--- src/hw/rtl/swm_pkg.sv ---
package swm_pkg;

    localparam int MAX_CHARS_DEF = 256;
    localparam int CHAR_W        = 8;

    localparam logic [CHAR_W-1:0] STAR_CHAR = 8'h2A;

    // operation codes of an input item
    localparam logic [1:0] OP_APPEND_NAME = 2'd0;
    localparam logic [1:0] OP_APPEND_PAT  = 2'd1;
    localparam logic [1:0] OP_MATCH       = 2'd2;

    // datapath commands
    localparam logic [3:0] DP_NOP        = 4'd0;
    localparam logic [3:0] DP_APP_NAME   = 4'd1;
    localparam logic [3:0] DP_APP_PAT    = 4'd2;
    localparam logic [3:0] DP_CLEAR      = 4'd3;
    localparam logic [3:0] DP_SCAN_INIT  = 4'd4;
    localparam logic [3:0] DP_SCAN_STEP  = 4'd5;
    localparam logic [3:0] DP_PRE_INIT   = 4'd6;
    localparam logic [3:0] DP_SUF_INIT   = 4'd7;
    localparam logic [3:0] DP_ADV        = 4'd8;
    localparam logic [3:0] DP_SEG_INIT   = 4'd9;
    localparam logic [3:0] DP_PINC       = 4'd10;
    localparam logic [3:0] DP_SEG_START  = 4'd11;
    localparam logic [3:0] DP_SEG_DONE   = 4'd12;
    localparam logic [3:0] DP_RETRY      = 4'd13;

    typedef struct packed {
        logic [1:0]        operation;
        logic [CHAR_W-1:0] char_value;
    } t_cmd;

    typedef struct packed {
        logic matched;
        logic status;
    } t_res;

    typedef struct packed {
        logic [3:0]        op;
        logic [CHAR_W-1:0] wdata;
    } t_dp_ctl;

    typedef struct packed {
        logic ovf;
        logic name_empty;
        logic pat_empty;
        logic pat_star;
        logic chars_eq;
        logic p_last;
        logic pre_last;
        logic first_zero;
        logic have_star;
        logic have_nonstar;
        logic short_fail;
        logic suf_zero;
        logic skip_done;
        logic at_hi;
    } t_dp_stat;

endpackage

--- src/hw/rtl/swm_ram.sv ---
module swm_ram #(
    parameter int WIDTH = swm_pkg::CHAR_W,
    parameter int DEPTH = swm_pkg::MAX_CHARS_DEF
) (
    input  logic                     i_clk,
    input  logic                     i_we,
    input  logic [$clog2(DEPTH)-1:0] i_waddr,
    input  logic [WIDTH-1:0]         i_wdata,
    input  logic [$clog2(DEPTH)-1:0] i_raddr,
    output logic [WIDTH-1:0]         o_rdata
);

    logic [WIDTH-1:0] r_mem [DEPTH];
    logic [WIDTH-1:0] r_rdata;

    always_ff @(posedge i_clk) begin
        if (i_we) begin
            r_mem[i_waddr] <= i_wdata;
        end
        r_rdata <= r_mem[i_raddr];
    end

    assign o_rdata = r_rdata;

endmodule

--- src/hw/rtl/swm_dp.sv ---
module swm_dp #(
    parameter int MAX_CHARS = swm_pkg::MAX_CHARS_DEF
) (
    input  logic              i_clk,
    input  logic              i_rst_n,
    input  swm_pkg::t_dp_ctl  i_ctl,
    output swm_pkg::t_dp_stat o_stat
);
    import swm_pkg::*;

    localparam int IW = $clog2(MAX_CHARS);
    localparam int LW = $clog2(MAX_CHARS + 1);

    logic [LW-1:0] r_nlen, r_plen;
    logic          r_ovf;
    logic [LW-1:0] r_pidx, r_nidx;
    logic [LW-1:0] r_first, r_last;
    logic          r_have_star, r_have_nonstar;
    logic [LW-1:0] r_seg_a, r_k, r_hi;

    logic [CHAR_W-1:0] name_q, pat_q;
    logic [LW-1:0]     suf;
    logic [LW:0]       pre_sum;
    logic              name_full, pat_full;
    logic              name_we, pat_we;

    assign name_full = (r_nlen == LW'(MAX_CHARS));
    assign pat_full  = (r_plen == LW'(MAX_CHARS));
    assign name_we   = (i_ctl.op == DP_APP_NAME) && !name_full;
    assign pat_we    = (i_ctl.op == DP_APP_PAT) && !pat_full;

    swm_ram #(
        .WIDTH (CHAR_W),
        .DEPTH (MAX_CHARS)
    ) u_name_ram (
        .i_clk   (i_clk),
        .i_we    (name_we),
        .i_waddr (r_nlen[IW-1:0]),
        .i_wdata (i_ctl.wdata),
        .i_raddr (r_nidx[IW-1:0]),
        .o_rdata (name_q)
    );

    swm_ram #(
        .WIDTH (CHAR_W),
        .DEPTH (MAX_CHARS)
    ) u_pat_ram (
        .i_clk   (i_clk),
        .i_we    (pat_we),
        .i_waddr (r_plen[IW-1:0]),
        .i_wdata (i_ctl.wdata),
        .i_raddr (r_pidx[IW-1:0]),
        .o_rdata (pat_q)
    );

    // literal suffix length after the last star
    assign suf     = r_plen - r_last - LW'(1);
    assign pre_sum = {1'b0, r_first} + {1'b0, suf};

    always_comb begin
        o_stat.ovf          = r_ovf;
        o_stat.name_empty   = (r_nlen == '0);
        o_stat.pat_empty    = (r_plen == '0);
        o_stat.pat_star     = (pat_q == STAR_CHAR);
        o_stat.chars_eq     = (name_q == pat_q);
        o_stat.p_last       = ((r_pidx + LW'(1)) == r_plen);
        o_stat.pre_last     = ((r_pidx + LW'(1)) == r_first);
        o_stat.first_zero   = (r_first == '0);
        o_stat.have_star    = r_have_star;
        o_stat.have_nonstar = r_have_nonstar;
        o_stat.short_fail   = r_have_star ? ({1'b0, r_nlen} < pre_sum) : (r_nlen != r_plen);
        o_stat.suf_zero     = (suf == '0);
        o_stat.skip_done    = (r_pidx >= r_last);
        o_stat.at_hi        = (r_nidx >= r_hi);
    end

    always_ff @(posedge i_clk) begin
        if (!i_rst_n) begin
            r_nlen <= '0;
            r_plen <= '0;
            r_ovf  <= 1'b0;
        end else begin
            unique case (i_ctl.op)
                DP_APP_NAME: begin
                    if (name_full) begin
                        r_ovf <= 1'b1;
                    end else begin
                        r_nlen <= r_nlen + LW'(1);
                    end
                end
                DP_APP_PAT: begin
                    if (pat_full) begin
                        r_ovf <= 1'b1;
                    end else begin
                        r_plen <= r_plen + LW'(1);
                    end
                end
                DP_CLEAR: begin
                    r_nlen <= '0;
                    r_plen <= '0;
                    r_ovf  <= 1'b0;
                end
                default: begin
                end
            endcase
        end
    end

    // walk registers, no reset needed
    always_ff @(posedge i_clk) begin
        unique case (i_ctl.op)
            DP_SCAN_INIT: begin
                r_pidx         <= '0;
                r_first        <= r_plen;
                r_last         <= '0;
                r_have_star    <= 1'b0;
                r_have_nonstar <= 1'b0;
            end
            DP_SCAN_STEP: begin
                if (pat_q == STAR_CHAR) begin
                    if (!r_have_star) begin
                        r_first <= r_pidx;
                    end
                    r_last      <= r_pidx;
                    r_have_star <= 1'b1;
                end else begin
                    r_have_nonstar <= 1'b1;
                end
                r_pidx <= r_pidx + LW'(1);
            end
            DP_PRE_INIT: begin
                r_pidx <= '0;
                r_nidx <= '0;
            end
            DP_SUF_INIT: begin
                r_pidx <= r_last + LW'(1);
                r_nidx <= r_nlen - suf;
            end
            DP_ADV: begin
                r_pidx <= r_pidx + LW'(1);
                r_nidx <= r_nidx + LW'(1);
            end
            DP_SEG_INIT: begin
                r_pidx <= r_first;
                r_k    <= r_first;
                r_hi   <= r_nlen - suf;
            end
            DP_PINC: begin
                r_pidx <= r_pidx + LW'(1);
            end
            DP_SEG_START: begin
                r_seg_a <= r_pidx;
                r_nidx  <= r_k;
            end
            DP_SEG_DONE: begin
                r_k <= r_nidx;
            end
            DP_RETRY: begin
                r_k    <= r_k + LW'(1);
                r_nidx <= r_k + LW'(1);
                r_pidx <= r_seg_a;
            end
            default: begin
            end
        endcase
    end

    a_nlen_bound: assert property (@(posedge i_clk) disable iff (!i_rst_n)
        (r_nlen <= LW'(MAX_CHARS)) && (r_plen <= LW'(MAX_CHARS)))
        else $error("string length beyond capacity");

    a_clear: assert property (@(posedge i_clk) disable iff (!i_rst_n)
        (i_ctl.op == DP_CLEAR) |=> (r_nlen == '0) && (r_plen == '0) && !r_ovf)
        else $error("stores not cleared after match");

    a_adv_in_range: assert property (@(posedge i_clk) disable iff (!i_rst_n)
        (i_ctl.op == DP_ADV) |-> (r_pidx < r_plen))
        else $error("pattern walk past its length");

endmodule

--- src/hw/rtl/swm_ctrl.sv ---
module swm_ctrl (
    input  logic              i_clk,
    input  logic              i_rst_n,
    input  logic              i_start,
    input  swm_pkg::t_cmd     i_cmd,
    output logic              o_busy,
    output swm_pkg::t_dp_ctl  o_ctl,
    input  swm_pkg::t_dp_stat i_stat,
    output logic              o_res_valid,
    output swm_pkg::t_res     o_res
);
    import swm_pkg::*;

    localparam logic [3:0] S_IDLE      = 4'd0;
    localparam logic [3:0] S_CHECK     = 4'd1;
    localparam logic [3:0] S_SCAN_RD   = 4'd2;
    localparam logic [3:0] S_SCAN_EV   = 4'd3;
    localparam logic [3:0] S_DECIDE    = 4'd4;
    localparam logic [3:0] S_PRE_RD    = 4'd5;
    localparam logic [3:0] S_PRE_EV    = 4'd6;
    localparam logic [3:0] S_SUF_INIT  = 4'd7;
    localparam logic [3:0] S_SUF_RD    = 4'd8;
    localparam logic [3:0] S_SUF_EV    = 4'd9;
    localparam logic [3:0] S_SKIP_TEST = 4'd10;
    localparam logic [3:0] S_SKIP_RD   = 4'd11;
    localparam logic [3:0] S_SKIP_EV   = 4'd12;
    localparam logic [3:0] S_CMP_RD    = 4'd13;
    localparam logic [3:0] S_CMP_EV    = 4'd14;

    logic [3:0] r_state, n_state;
    logic       r_res_valid;
    t_res       r_res;
    logic       fin, fin_match, fin_status;

    always_comb begin
        n_state    = r_state;
        o_ctl.op   = DP_NOP;
        o_ctl.wdata = i_cmd.char_value;
        fin        = 1'b0;
        fin_match  = 1'b0;
        fin_status = 1'b0;

        unique case (r_state)
            S_IDLE: begin
                if (i_start) begin
                    unique case (i_cmd.operation)
                        OP_APPEND_NAME: o_ctl.op = DP_APP_NAME;
                        OP_APPEND_PAT:  o_ctl.op = DP_APP_PAT;
                        OP_MATCH:       n_state = S_CHECK;
                        default: begin
                        end
                    endcase
                end
            end
            S_CHECK: begin
                priority if (i_stat.ovf) begin
                    fin        = 1'b1;
                    fin_status = 1'b1;
                end else if (i_stat.name_empty || i_stat.pat_empty) begin
                    fin = 1'b1;
                end else begin
                    o_ctl.op = DP_SCAN_INIT;
                    n_state  = S_SCAN_RD;
                end
            end
            S_SCAN_RD: n_state = S_SCAN_EV;
            S_SCAN_EV: begin
                o_ctl.op = DP_SCAN_STEP;
                n_state  = i_stat.p_last ? S_DECIDE : S_SCAN_RD;
            end
            S_DECIDE: begin
                priority if (!i_stat.have_nonstar) begin
                    fin       = 1'b1;
                    fin_match = 1'b1;
                end else if (i_stat.short_fail) begin
                    fin = 1'b1;
                end else begin
                    o_ctl.op = DP_PRE_INIT;
                    n_state  = i_stat.first_zero ? S_SUF_INIT : S_PRE_RD;
                end
            end
            S_PRE_RD: n_state = S_PRE_EV;
            S_PRE_EV: begin
                if (!i_stat.chars_eq) begin
                    fin = 1'b1;
                end else begin
                    o_ctl.op = DP_ADV;
                    n_state  = i_stat.pre_last ? S_SUF_INIT : S_PRE_RD;
                end
            end
            S_SUF_INIT: begin
                priority if (!i_stat.have_star) begin
                    fin       = 1'b1;
                    fin_match = 1'b1;
                end else if (i_stat.suf_zero) begin
                    o_ctl.op = DP_SEG_INIT;
                    n_state  = S_SKIP_TEST;
                end else begin
                    o_ctl.op = DP_SUF_INIT;
                    n_state  = S_SUF_RD;
                end
            end
            S_SUF_RD: n_state = S_SUF_EV;
            S_SUF_EV: begin
                priority if (!i_stat.chars_eq) begin
                    fin = 1'b1;
                end else if (i_stat.p_last) begin
                    o_ctl.op = DP_SEG_INIT;
                    n_state  = S_SKIP_TEST;
                end else begin
                    o_ctl.op = DP_ADV;
                    n_state  = S_SUF_RD;
                end
            end
            S_SKIP_TEST: begin
                if (i_stat.skip_done) begin
                    fin       = 1'b1;
                    fin_match = 1'b1;
                end else begin
                    n_state = S_SKIP_RD;
                end
            end
            S_SKIP_RD: n_state = S_SKIP_EV;
            S_SKIP_EV: begin
                if (i_stat.pat_star) begin
                    o_ctl.op = DP_PINC;
                    n_state  = S_SKIP_TEST;
                end else begin
                    o_ctl.op = DP_SEG_START;
                    n_state  = S_CMP_RD;
                end
            end
            S_CMP_RD: n_state = S_CMP_EV;
            S_CMP_EV: begin
                priority if (i_stat.pat_star) begin
                    o_ctl.op = DP_SEG_DONE;
                    n_state  = S_SKIP_TEST;
                end else if (i_stat.at_hi) begin
                    fin = 1'b1;
                end else if (i_stat.chars_eq) begin
                    o_ctl.op = DP_ADV;
                    n_state  = S_CMP_RD;
                end else begin
                    o_ctl.op = DP_RETRY;
                    n_state  = S_CMP_RD;
                end
            end
            default: n_state = S_IDLE;
        endcase

        if (fin) begin
            o_ctl.op = DP_CLEAR;
            n_state  = S_IDLE;
        end
    end

    always_ff @(posedge i_clk) begin
        if (!i_rst_n) begin
            r_state     <= S_IDLE;
            r_res_valid <= 1'b0;
        end else begin
            r_state     <= n_state;
            r_res_valid <= fin;
        end
    end

    always_ff @(posedge i_clk) begin
        if (fin) begin
            r_res.matched <= fin_match;
            r_res.status  <= fin_status;
        end
    end

    assign o_busy      = (r_state != S_IDLE);
    assign o_res_valid = r_res_valid;
    assign o_res       = r_res;

    a_res_after_walk: assert property (@(posedge i_clk) disable iff (!i_rst_n)
        r_res_valid |-> $past(r_state != S_IDLE))
        else $error("result without a match walk");

    a_res_single: assert property (@(posedge i_clk) disable iff (!i_rst_n)
        r_res_valid |=> !r_res_valid)
        else $error("result strobe longer than one cycle");

    a_ovf_no_match: assert property (@(posedge i_clk) disable iff (!i_rst_n)
        (r_res_valid && r_res.status) |-> !r_res.matched)
        else $error("match reported together with overflow");

endmodule

--- src/hw/rtl/star_wildcard_match_top.sv ---
// star-only wildcard matcher
//
// command channel: an item transfers on a rising edge with i_start high and o_busy low.
// i_cmd.operation selects append to the name store, append to the pattern store,
// or match. appends never raise o_busy, so while no match is running characters can
// stream in at one per cycle; an append to a full store is dropped and sets overflow.
// a match raises o_busy while a controller walks both stores, then emits exactly one
// result on o_result with o_result_valid high for one cycle and clears both stores.
// the result strobe comes in the first cycle o_busy is low again, so the next command
// may transfer in that same cycle. the receiver cannot stall: it takes the result then.
// a match first checks overflow and empty strings, then scans the pattern for stars,
// then compares the prefix, the suffix and the segments between stars. each compare
// uses a read state and an evaluate state because each store has one registered read
// port. segment search retries each start position, so the worst case grows with
// name length times segment length.
// reset clears both lengths, the overflow flag and the controller; store contents
// are not cleared and need not be.
module star_wildcard_match_top #(
    parameter int MAX_CHARS = swm_pkg::MAX_CHARS_DEF
) (
    input  logic          i_clk,
    input  logic          i_rst_n,
    input  logic          i_start,
    input  swm_pkg::t_cmd i_cmd,
    output logic          o_busy,
    output logic          o_result_valid,
    output swm_pkg::t_res o_result
);
    import swm_pkg::*;

    // command and status between sequencer and datapath
    t_dp_ctl  dp_ctl;
    t_dp_stat dp_stat;

    // sequencer: command decode, match walk, result register
    swm_ctrl u_ctrl (
        .i_clk       (i_clk),
        .i_rst_n     (i_rst_n),
        .i_start     (i_start),
        .i_cmd       (i_cmd),
        .o_busy      (o_busy),
        .o_ctl       (dp_ctl),
        .i_stat      (dp_stat),
        .o_res_valid (o_result_valid),
        .o_res       (o_result)
    );

    // datapath: both character stores, lengths, walk indexes and compares
    swm_dp #(
        .MAX_CHARS (MAX_CHARS)
    ) u_dp (
        .i_clk   (i_clk),
        .i_rst_n (i_rst_n),
        .i_ctl   (dp_ctl),
        .o_stat  (dp_stat)
    );

endmodule
--- config.mk ---
export PLATFORM = sky130hd
export DESIGN_NAME = star_wildcard_match_top
export DESIGN_NICKNAME = d
export VERILOG_FILES = /design/src/hw/rtl/swm_pkg.sv /design/src/hw/rtl/swm_ram.sv /design/src/hw/rtl/swm_dp.sv /design/src/hw/rtl/swm_ctrl.sv /design/src/hw/rtl/star_wildcard_match_top.sv
export SDC_FILE = /design/constraint.sdc
export NUM_CORES = 2
export LEC_CHECK = 0
export BUFFER_PORTS_ARGS = -buffer_cell sky130_fd_sc_hd__buf_2
export CAP_MARGIN = 20
export CORE_UTILIZATION = 67
export DETAILED_ROUTE_END_ITERATION = 10
export PLACE_DENSITY_LB_ADDON = 0.08
export SYNTH_ARGS = -nofsm -noshare
export SYNTH_HDL_FRONTEND = slang
export SYNTH_SLANG_ARGS = --single-unit
--- constraint.sdc ---
create_clock -name i_clk -period 16.1 [get_ports i_clk]
set_clock_uncertainty 0.05 [all_clocks]
set_input_delay 0.805 -clock i_clk [delete_from_list [all_inputs] [get_ports i_clk]]
set_output_delay 0.805 -clock i_clk [all_outputs]
set_load 0.01 [all_outputs]
==> flow_summary.toml <==
[die]
die_area_um2 = 248000
start_util_pct = 67.6
die-width_um = 498
core_um2 = 244000
fp-row-count = 181
ios = 17
die_h_um = 498

[synth]
synth.avg_cell_area_um2 = 22.7
synth_nets = 7349
synth_top_cells_by_area = "edfxtp_1 (76%), mux4_2 (18%), nor2_1 (1.3%)"
yosysSeqAreaShare_pct = 76.3
synth_cell_types = 71
synth_warnings = 0
ys.flop_type = "edfxtp_1"
yosysTopAreaCellShare_pct = 75.8
synthCells = 7270
synth-async-reset-ratio_pct = 0
ys_ff_latch = 4203
syn_area_um2 = 165000
yosys.area.top_type = "edfxtp_1"
synth_edf_count = 4163

[route]
vias = 78161
viasPerCell = 7.15
antenna_left = 0
drt_iter0_drc = 10319
wire_per_inst_um = 36.0
detail_route.first_pass.iterations = 6
finalWirelength_mm = 394
drc = 0

[final_layout]
final_core_util_pct = 74.8
final_cell_mix = "edfxtp_1 (4,163), mux4_2 (1,344), nor2_1 (564)"
final_layout_size_suffix_gt1_share_pct = 27.6
nets = 7476
area_growth_pct = 10.6
final_common_cell = "edfxtp_1"

[placement]
gp_congestion = 0.913
post-place-ws_ns = 9.05
post-dp-hpwl_mm = 227
port_buffers = 16

[sta]
grt_setup_unrepaired = "false"
holdWs_ns = 0.153
slew_headroom_pct = 18.2
setup_viol = 0
post-route-min-period_ns = 7.17
timing.final.ws_setup_ns = 8.93
min_period_over_period_pct = 44.6
setup_tns_ns = 0
tightest_slew_ns = 1.23
drv_slew = 0
clock.fmax_ghz = 0.139
finalHoldViolCount = 0

[power]
total_power_mw = 22.1
power_leakage_nw = 56.7
powerDensity_nw_per_um2 = 121
vdd.ir_drop.worst_mv = 0.161

[critical_path]
startpoint = "u_dp.r_last[0]"
r2r-end = "u_dp.u_name_ram.r_mem[185][1]"
critPathCaptureType = "flip-flop"
cp-endpoint = "u_dp.u_name_ram.r_mem[185][1]"
start_kind = "flip-flop"
cp_data_arrival_time_ns = 7.68
r2r_start = "u_dp.r_last[0]"
crit_path_max_fanout = 17
required_ns = 16.61
path_class = "flip-flop to flip-flop"
ff2ff_path_depth = 24
r2r_setup_slack_ns = 8.93

[clocking]
cts_tree = "yes"
clk_path_buf_depth = 4
cts.sinks = 4203
root_buffer = "clkbuf_16"
numCtsBuffers = 415
path_clk_slew_ns = 0.06
h-tree-depth = 5
clkLatencyLatePin_ns = 1.01
post_cts_buffers = 0
post_cts_resized = 0
cts_hold_buf = 0

[global_route]
grt_max_degree = 169
antenna_found_initial = 10
grt_use_total_pct = 32.3
grt_pass1_vias = 77977
grt_first_pass_wirelength_mm = 568
gr-total-overflow = 0

[run]
maxCapViolCount = 0

[min_path]
hold_class = "input pin to flip-flop"

[outcome]
status = "completed"
## cell usage after synthesis, types with 4 or more instances
master / instances
a22oi_1: 35
ha_1: 63
o211ai_1: 5
buf_6: 5
a211oi_1: 7
buf_1: 136
or3_1: 9
clkbuf_1: 261
edfxtp_1: 4163
nand2_1: 94
inv_1: 54
dfxtp_1: 40
a221oi_1: 5
o21a_1: 4
nand3_4: 8
mux4_2: 1344
o21ai_0: 52
a21o_1: 16
and2_1: 18
xnor2_1: 45
a222oi_1: 10
nand4_1: 13
and3_1: 23
nand3_1: 61
nor3_1: 14
a31oi_1: 5
nor2_1: 564
xor2_1: 46
buf_2: 17
o21bai_1: 5
nor4_1: 12
nor2b_1: 21
nand2b_1: 4
a21oi_1: 50
## routing by layer
layer	routed length, µm	part of all wire (%)	track usage [%]	vias to the layer above
met1	149000	38	46.9	41502
met3	35700	9.1	5.08	720
met4	15500	3.9	11.4	8
met5	57	0.014	0	-
met2	194000	49	51.3	4933
li1	-	-	-	30998
## layout make-up
| cell class | instances | area (µm²) |
|---|---|---|
| tap | 3202 | 4010 |
| clock inverter | 268 | 3090 |
| clock buffer | 478 | 10600 |
| timing repair buffer | 132 | 1250 |
| inverter | 55 | 206 |
| sequential | 4203 | 126000 |
| multi-input combinational | 2590 | 37300 |
| antenna | 7 | 17.5 |
| fill | 12704 | 61500 |
## where the power goes
part	leakage (nW)	switching (mW)	internal (mW)	total, mW
Combinational	12.3	0.235	0.0360	0.271
Clock	6.63	4.07	5.73	9.80
Sequential	37.7	0.00352	12.0	12.0
## registers in the layout, summed over array words and instances (netlist names)
| register | flops |
|---|---|
| u_dp.r_seg_a | 9 |
| u_dp.r_have_star | 1 |
| u_dp.r_plen | 9 |
| u_dp.r_hi | 9 |
| u_dp.r_ovf | 1 |
| u_dp.u_name_ram.o_rdata | 8 |
| u_ctrl.o_res_valid | 1 |
| u_dp.r_pidx | 9 |
| u_dp.r_k | 9 |
| u_dp.r_last | 9 |
| u_dp.u_pat_ram.r_mem | 2048 |
| u_dp.r_nlen | 9 |
| u_ctrl.o_res | 2 |
| u_ctrl.r_state | 4 |
| u_dp.u_pat_ram.o_rdata | 8 |
| u_dp.r_first | 9 |
| u_dp.r_have_nonstar | 1 |
| u_dp.r_nidx | 9 |
| u_dp.u_name_ram.r_mem | 2048 |
## stage by stage
step	area, µm²	cells
floorplan	165000	7270
global placement	169000	10180
finish	182000	10935
global route	182000	10931
CTS	182000	10927
detailed placement	169000	10181
## critical path: stages, from the launching register on
cell	delay, ns
edfxtp_1	0.40
inv_1	0.10
ha_1	0.23
fa_1	0.44
xnor2_1	0.23
inv_1	0.08
ha_1	0.32
o21ai_0	0.17
o21ai_0	0.10
a21oi_1	0.29
o21bai_1	0.10
a21oi_1	0.18
xor2_1	0.18
ha_1	0.26
a21o_1	0.18
a21oi_1	0.21
o21ai_0	0.12
o21bai_1	0.22
o311ai_0	0.26
nor3b_1	0.49
and4_1	0.27
buf_4	0.33
nand3_2	0.49
buf_4	0.46
nor2_1	0.59
## worst min path at each step
stage	startpoint	end	slack, ns	cells after the start
after floorplan	u_dp.r_pidx[4]	u_dp.r_seg_a[4]	0.40	0
after global placement	u_dp.r_ovf	u_dp.r_ovf	0.44	2
after CTS	i_rst_n	u_ctrl.o_res_valid	0.10	2
after global routing	i_rst_n	u_ctrl.o_res_valid	0.13	2
after detailed placement	u_dp.r_ovf	u_dp.r_ovf	0.44	2
final	i_rst_n	u_ctrl.o_res_valid	0.15	2
## cell families (layout without fill, tap and decap cells)
kind of cell / count (synthesis) / after routing / synth area share (%)
AO/OA/AOI/OAI: 224 / 224 / 0.908
XOR/XNOR: 92 / 92 / 0.500
adder cells (fa/ha/maj): 66 / 66 / 0.514
buffers and inverters: 477 / 933 / 1.14
flip-flops: 4203 / 4203 / 76.3
multiplexers: 1348 / 1348 / 18.4
other: 0 / 7 / 0
AND/OR/NAND/NOR: 860 / 860 / 2.29
(Power assumes the default switching activity.)
